<file path="src/apt_pkg.sv">
`default_nettype none
package apt_pkg;
    localparam int unsigned TABLE_DEPTH = 64;
    localparam int unsigned ADDR_W = 48;
    localparam int unsigned STR_W = 8;
    localparam int unsigned TIME_W = 32;
    localparam int unsigned WEIGHT_W = 15;
    localparam int unsigned INDEX_W = 31;
    localparam int unsigned LEVEL_W = 2;
    localparam int unsigned CFG_IDX_W = 3;
    localparam int unsigned CFG_DATA_W = 32;

    localparam logic [CFG_IDX_W-1:0] REG_ACCEPT_TH = 3'd0;
    localparam logic [CFG_IDX_W-1:0] REG_WEAK_TH = 3'd1;
    localparam logic [CFG_IDX_W-1:0] REG_AGE_LIMIT = 3'd2;
    localparam logic [CFG_IDX_W-1:0] REG_RECENT_WIN = 3'd3;
    localparam logic [CFG_IDX_W-1:0] REG_WEIGHT = 3'd4;
    localparam logic [CFG_IDX_W-1:0] REG_MED_FLOOR = 3'd5;
    localparam logic [CFG_IDX_W-1:0] REG_MED_CEIL = 3'd6;

    localparam logic signed [STR_W-1:0] ACCEPT_TH_RST = -8'sd70;
    localparam logic signed [STR_W-1:0] WEAK_TH_RST = -8'sd60;
    localparam logic [TIME_W-1:0] AGE_LIMIT_RST = 32'd300000;
    localparam logic [TIME_W-1:0] RECENT_WIN_RST = 32'd30000;
    localparam logic [INDEX_W-1:0] MED_FLOOR_RST = 31'd9600;
    localparam logic [INDEX_W-1:0] MED_CEIL_RST = 31'd15600;
    localparam logic [INDEX_W-1:0] INDEX_MAX = {INDEX_W{1'b1}};

    localparam logic [LEVEL_W-1:0] LEVEL_LOW = 2'd0;
    localparam logic [LEVEL_W-1:0] LEVEL_MEDIUM = 2'd1;
    localparam logic [LEVEL_W-1:0] LEVEL_HIGH = 2'd2;

    typedef enum logic [2:0] {
        S_IDLE,
        S_LOOKUP,
        S_UPDATE,
        S_SCAN,
        S_MULT,
        S_ACCUM,
        S_DONE
    } t_state;

    typedef enum logic [1:0] {
        OP_NONE,
        OP_LOOKUP,
        OP_SCAN
    } t_op;

    // command travelling along the chain, plus its running results
    typedef struct packed {
        t_op op;
        logic [ADDR_W-1:0] addr;
        logic [TIME_W-1:0] now;
        logic hit;
        logic free_found;
        logic [15:0] weak_cnt;
        logic [15:0] strong_cnt;
    } t_token;

    typedef struct packed {
        logic wr_hit;
        logic wr_ins;
        logic [ADDR_W-1:0] addr;
        logic signed [STR_W-1:0] strength;
        logic [TIME_W-1:0] now;
        logic [TIME_W-1:0] age_limit;
        logic [TIME_W-1:0] recent_win;
        logic signed [STR_W-1:0] weak_th;
    } t_ctl;
endpackage
`default_nettype wire

</file>
<file path="src/apt_cell.sv">
`default_nettype none
module apt_cell (
    input  wire logic          i_clk,
    input  wire logic          i_rst_n,
    input  wire apt_pkg::t_ctl i_ctl,
    input  wire logic          i_sel_hit,
    input  wire logic          i_sel_ins,
    input  wire apt_pkg::t_token i_tok,
    output apt_pkg::t_token  o_tok,
    output logic             o_hit,
    output logic             o_free
);
    logic                                r_valid;
    logic [apt_pkg::ADDR_W-1:0]          r_addr;
    logic signed [apt_pkg::STR_W-1:0]    r_str;
    logic [apt_pkg::TIME_W-1:0]          r_seen;
    logic                                r_new;
    apt_pkg::t_token                     r_tok;
    apt_pkg::t_token                     n_tok;
    logic [apt_pkg::TIME_W-1:0]          age;

    assign o_hit  = r_valid && (r_addr == i_ctl.addr);
    assign o_free = !r_valid;
    assign age    = i_ctl.now - r_seen;

    always_comb begin
        n_tok = i_tok;
        if (i_tok.op == apt_pkg::OP_LOOKUP) begin
            n_tok.hit = i_tok.hit | o_hit;
            n_tok.free_found = i_tok.free_found | o_free;
        end else if (i_tok.op == apt_pkg::OP_SCAN) begin
            if (r_valid && r_new && age < i_ctl.recent_win) begin
                if (r_str < i_ctl.weak_th) begin
                    n_tok.weak_cnt = i_tok.weak_cnt + 16'd1;
                end else begin
                    n_tok.strong_cnt = i_tok.strong_cnt + 16'd1;
                end
            end
        end
    end

    always_ff @(posedge i_clk) begin
        if (!i_rst_n) begin
            r_valid <= 1'b0;
            r_tok.op <= apt_pkg::OP_NONE;
        end else begin
            r_tok <= n_tok;
            if (i_ctl.wr_ins && i_sel_ins) begin
                r_valid <= 1'b1;
            end else if (i_tok.op == apt_pkg::OP_SCAN && r_valid
                         && age > i_ctl.age_limit) begin
                r_valid <= 1'b0;
            end
        end
    end

    always_ff @(posedge i_clk) begin
        if (i_ctl.wr_ins && i_sel_ins) begin
            r_addr <= i_ctl.addr;
            r_str  <= i_ctl.strength;
            r_seen <= i_ctl.now;
            r_new  <= 1'b1;
        end else if (i_ctl.wr_hit && i_sel_hit) begin
            r_seen <= i_ctl.now;
            r_new  <= 1'b0;
        end
    end

    assign o_tok = r_tok;
endmodule
`default_nettype wire

</file>
<file path="config.mk">
export PLATFORM = sky130hd
export DESIGN_NAME = apt_cell
export DESIGN_NICKNAME = d
export VERILOG_FILES = /design/src/apt_pkg.sv /design/src/apt_cell.sv
export SDC_FILE = /design/constraint.sdc
export NUM_CORES = 1
export LEC_CHECK = 0
export ABC_AREA = 1
export BUFFER_PORTS_ARGS = -buffer_cell sky130_fd_sc_hd__buf_2
export CORE_MARGIN = 2
export CORE_UTILIZATION = 40
export CTS_BUF_LIST = sky130_fd_sc_hd__clkbuf_4 sky130_fd_sc_hd__clkbuf_8
export DETAILED_ROUTE_END_ITERATION = 10
export GPL_TIMING_DRIVEN = 0
export HOLD_SLACK_MARGIN = 0.06
export PLACE_DENSITY = 0.65
export REMOVE_ABC_BUFFERS = 1
export SETUP_SLACK_MARGIN = 0.1
export SLEW_MARGIN = 30
export SYNTH_ARGS = -nofsm -noshare
export SYNTH_HDL_FRONTEND = slang
export SYNTH_SLANG_ARGS = --single-unit
</file>
<file path="constraint.sdc">
create_clock -name i_clk -period 13.5 [get_ports i_clk]
set_clock_uncertainty 0.15 [all_clocks]
set_input_delay 3.375 -clock i_clk [delete_from_list [all_inputs] [get_ports i_clk]]
set_output_delay 3.375 -clock i_clk [all_outputs]
set_load 0.01 [all_outputs]
</file>
# Word level (Yosys, flattened, before mapping)
# Cells that the tools add are included.
[classes]
n_addsub = 3
order_cmp = 3
n_eq_ne = 3
mux = 10
bitwise_logic = 2
reduce_logical = 10
[ops]
columns = ["cell", "n"]
rows = [
  ["32-bit two-way mux", 5],
  ["48-bit == test", 1],
  ["16-bit by 1-bit adder with 16-bit output, second input constant", 2],
  ["32-bit greater-than comparator", 1],
  ["32-bit less-than comparator", 1],
  ["16-bit two-way mux", 2],
  ["32-bit subtractor", 1],
  ["8-bit less-than comparator", 1],
  ["1-bit logical AND", 7],
  ["2-bit nonzero test", 2],
  ["2-bit by 1-bit == test with 1-bit output, second input constant", 1],
  ["2-bit == test, second input constant", 1],
  ["1-bit two-way mux", 2],
  ["2-bit two-way mux", 1],
  ["1-bit OR", 2],
  ["1-bit logical NOT", 1],
]
[word_totals]
regBits = 206
in_bits = 282
out_inout_bits = 118

# Depth between registers and ports, before layout
[depth]
depth_word = 6
depth_mapped = 30
mapped_depth_nobuf = 29

# Worst setup path after synthesis
# Ideal clock, no wire load.
[synth_path]
path_kind = "input to output"
start = "input i_ctl[148] (netlist name)"
end = "output o_hit"
t_arrival_ps = 4161
required_ps = 9975
path_slack_ps = 5814
cell_stages = 5
n_path_buf = 0
cell_sequence = "xor2_1 nor4_1 and3_1 nand3_1 nor2_1"
[synth_via]
elab_chain_cells = 2
[synth_rtl]
columns = ["element", "line_no", "source"]
rows = [
  ["from (decl)", "apt_cell.sv:5", "input wire apt_pkg::t_ctl i_ctl,"],
  ["48-bit == test", "apt_cell.sv:22", "assign o_hit = r_valid && (r_addr == i_ctl.addr);"],
  ["1-bit logical AND", "apt_cell.sv:22", ""],
  ["to (decl)", "apt_cell.sv:10", "output logic o_hit,"],
]
# No other way between the ends.

# Worst setup path in the final report
# Ends and elaborated chain as after synthesis.

==> results.md <==
- Outcome: complete, no violations
- Sequential power share: 0.410
- Initial antenna violation count: 4
- Post-cts sizing count: 0
- Number of global-route vias before repair: 10.2k
- Post-synthesis sequential area ratio: 0.502
- Seq cells post-synth: 206
- Setup violations, final: 0
- Post-synthesis cell area: 12200 um^2
- Syn Area/Cell: 9.30 um^2
- Total number of vias: 10.6k
- Final WS setup: 5.29 ns
- CTS clk-pin slew, worst paths: 0.04 ns
- Switching Power: 595 uW
- Layout cells sized above 1: 0.289
- CTS tree: done
- Gr usage total: 0.216
- Placed cell areas: 14800 um^2
- GRT busiest layer: met2
- Clk root buf: clkbuf_8
- Hold_buf cts: 0
- CP Max Fanout: 2
- DP HPWL: 29500 um
- Fin area: 15600 um^2
- MaxCap Viol Count: 0
- Final net count: 2139
- First-pass GRT wire length: 53100 um
- Vias per cell: 4.85
- Combinational power share: 0.262
- Startpoint Class: primary input
- Num ports: 400
- Delay of the slowest critical-path stage: 0.36 ns
- # fillers: 2893
- Router iterations before antenna repair: 5
- Library cells used by synthesis: 45
- Worst vdd ir: 90.0 uV
- Final Core Density: 0.513
- Initial core utilization: 0.403
- Clock network power share: 0.328
- Routed Antenna Nets: 0
- Area growth, synth to finish: 27.4%
- DIE AREA: 32000 um^2
- Leakage power: 7.61 nW
- Violation count after the first detailed-route iteration: 525
- Slew Limit Fails: 0
- Required time worst endpoint: 9.97 ns
- WS Path Type: primary input to primary output
- Per-cell routed wire length: 16.5 um
- Core area: 30300 um^2
- Cells after Synth: 1315
- Std-Cell Rows: 64
- Die width: 179 um
- Crit path top cell by count: buf_2
- Fin. Hold Viols: 0
- Period utilization: 0.608
- PD cells: 121 nW/um^2
- GPL Wtd Cong: 0.905
- Buffers on Ports: 399
- Crit-path cells: buf_2 -> xor2_1 -> nor4_1 -> and3_1 -> nand3_1 -> nor2_1 -> buf_2
- Grt met3 use: 0.0500
- Largest net degree at the start of global routing: 66
- GRT met1 Usage: 0.258
- Die height: 179 um
- Unrepaired setup endpoints after global routing: false
- Min-Delay Path Class: flip-flop to flip-flop
- Num CTS Buffers: 37
- Synth warnings: 0
- Worst-Skew Late Latency: 0.55 ns
- Slowest CP cell: nor4_1
- Max Fclk: 122 MHz
- Crit path time final: 8.21 ns
- CTS sink count: 206
- Critical Path Sink Type: primary output
- P_int: 1.29 mW
- Power Total: 1.89 mW
- Met2 Track Usage GR: 0.377
- CTS H-Tree Depth: 2
- CTS Buffer Depth: 3
- Final wirelength: 35900 um
- DR DRC count: 0
- Pre-CTS setup slack: 5.26 ns
- Switch share: 0.315
- Total global routing overflow: 0
- Worst EP arrival: 4.68 ns
- Post-CTS Setup Repair Bufs: 0
- Setup TNS: 0 ns
- Max_slew headroom: 0.573
- Slew @ Worst Pin: 0.641 ns
## cell type report
type / instances / area (um^2) / share of cell area
Clock inverter: 18 / 179 / 0.0115
Timing Repair Buffer: 402 / 2080 / 0.134
Antenna cell: 3 / 7.51 / 0.000482
Tap cell: 396 / 495 / 0.0318
Multi-Input combinational cell: 863 / 5170 / 0.332
Sequential cell: 206 / 6150 / 0.394
Inverter: 243 / 916 / 0.0588
Clock buffer: 48 / 592 / 0.0380
## cell usage after synthesis (all sizes together)
cell       n  area, um^2
clkinv     1        5.00
nand4     32         215
xnor2     18         158
inv      242         908
o22ai      4        25.0
or2       17         106
buf        1        11.3
nor3b      2        20.0
nand2    273        1050
nor4      16         106
and3       2        12.5
nor2     107         465
edfxtp   202        6070
o21bai     3        22.5
a31oi      2        12.5
clkbuf     2        7.51
nor3      26         130
xor2      38         333
dfxtp      4        80.1
nand3b     5        37.5
a21oi     80         408
nand3     66         340
o211ai     2        15.0
o21ai     49         253
fa         1        20.0
a211oi     3        22.5
o21a       6        45.0
a21o       4        30.0
ha       103        1290
nor4b      1        8.76
o2111ai    3        26.3
## registers in the layout, summed over array words and instances (netlist names)
signal   cells
o_tok      116
r_addr      48
r_new        1
r_seen      32
r_str        8
r_valid      1
## final timing paths
kind / startpoint / endpoint / slack [ns] / depth (start not counted)
worst max-delay path: i_ctl[148] / o_hit / 5.29 / 7
worst min-delay path: r_new$_SDFFE_PP1P_ / r_new$_SDFFE_PP1P_ / 0.33 / 2
worst max register to register: r_seen[0]$_DFFE_PP_ / o_tok[22]$_DFFE_PP_ / 9.04 / 28
worst min register to register: r_new$_SDFFE_PP1P_ / r_new$_SDFFE_PP1P_ / 0.33 / 2
## per-stage QoR
stage	cells	hold slack [ns]
6_report	2179	0.333
5_1_grt	2177	0.373
4_1_cts	2176	0.333
3_5_place_dp	2110	0.324
3_3_place_gp	2107	0.315
2_1_floorplan	1312	0.287
## critical path, delay by kind of cell
| kind | cells | cell delay [ns] |
|---|---|---|
| and+or+nand+nor | 4 | 0.84 |
| buffers and inverters | 2 | 0.28 |
| xor gates and xnor gates | 1 | 0.19 |
## layer usage
layer,vias up,part of all wire
met1,4790,0.40
met4,2,0.032
met2,389,0.48
met5,-,0.00036
met3,67,0.083
li1,5319,-
## power groups by stage
stage | sequential [mW] | clock (mW) | combinational (mW)
after floorplan | 0.800 | 0 | 0.293
after global placement | 0.788 | 0 | 0.479
after detailed placement | 0.788 | 0 | 0.495
after CTS | 0.775 | 0.636 | 0.499
after global routing | 0.779 | 0.664 | 0.565
final | 0.774 | 0.620 | 0.496
## cell families (layout without fill, tap and decap cells)
family / count (synthesis) / in the layout / synth area share
other cells: 0 / 3 / 0
buf+inv: 246 / 711 / 0.0762
fa+ha+maj: 104 / 104 / 0.107
simple gates: 547 / 547 / 0.204
flops: 206 / 206 / 0.502
compound gates: 156 / 156 / 0.0703
xor+xnor: 56 / 56 / 0.0401
## layout by cell type (no fill, tap or decap), types with 3 or more instances in the layout
cell,Yosys,layout
nor2_1,93,93
clkbuf_8,0,37
xor2_1,38,38
diode_2,0,3
clkinv_1,0,6
a21o_1,4,4
nand3_1,64,64
dfxtp_1,4,4
nand2_2,5,5
inv_2,5,5
inv_1,237,236
clkinv_2,1,7
clkbuf_4,0,11
or2_2,15,15
nor3_1,26,26
o21a_1,6,6
nor4_1,15,15
a211oi_1,3,3
o21ai_0,37,36
ha_1,103,103
buf_2,0,398
nand2_1,267,267
nand3b_1,5,5
nand4_1,31,31
a21oi_1,78,78
o21ai_1,10,10
edfxtp_1,202,202
bufinv_16,0,3
nor2_2,10,10
nor2_4,3,3
o22ai_1,4,4
xnor2_1,18,18
o21bai_1,3,3
o2111ai_1,3,3
(Power assumes the default switching activity.)
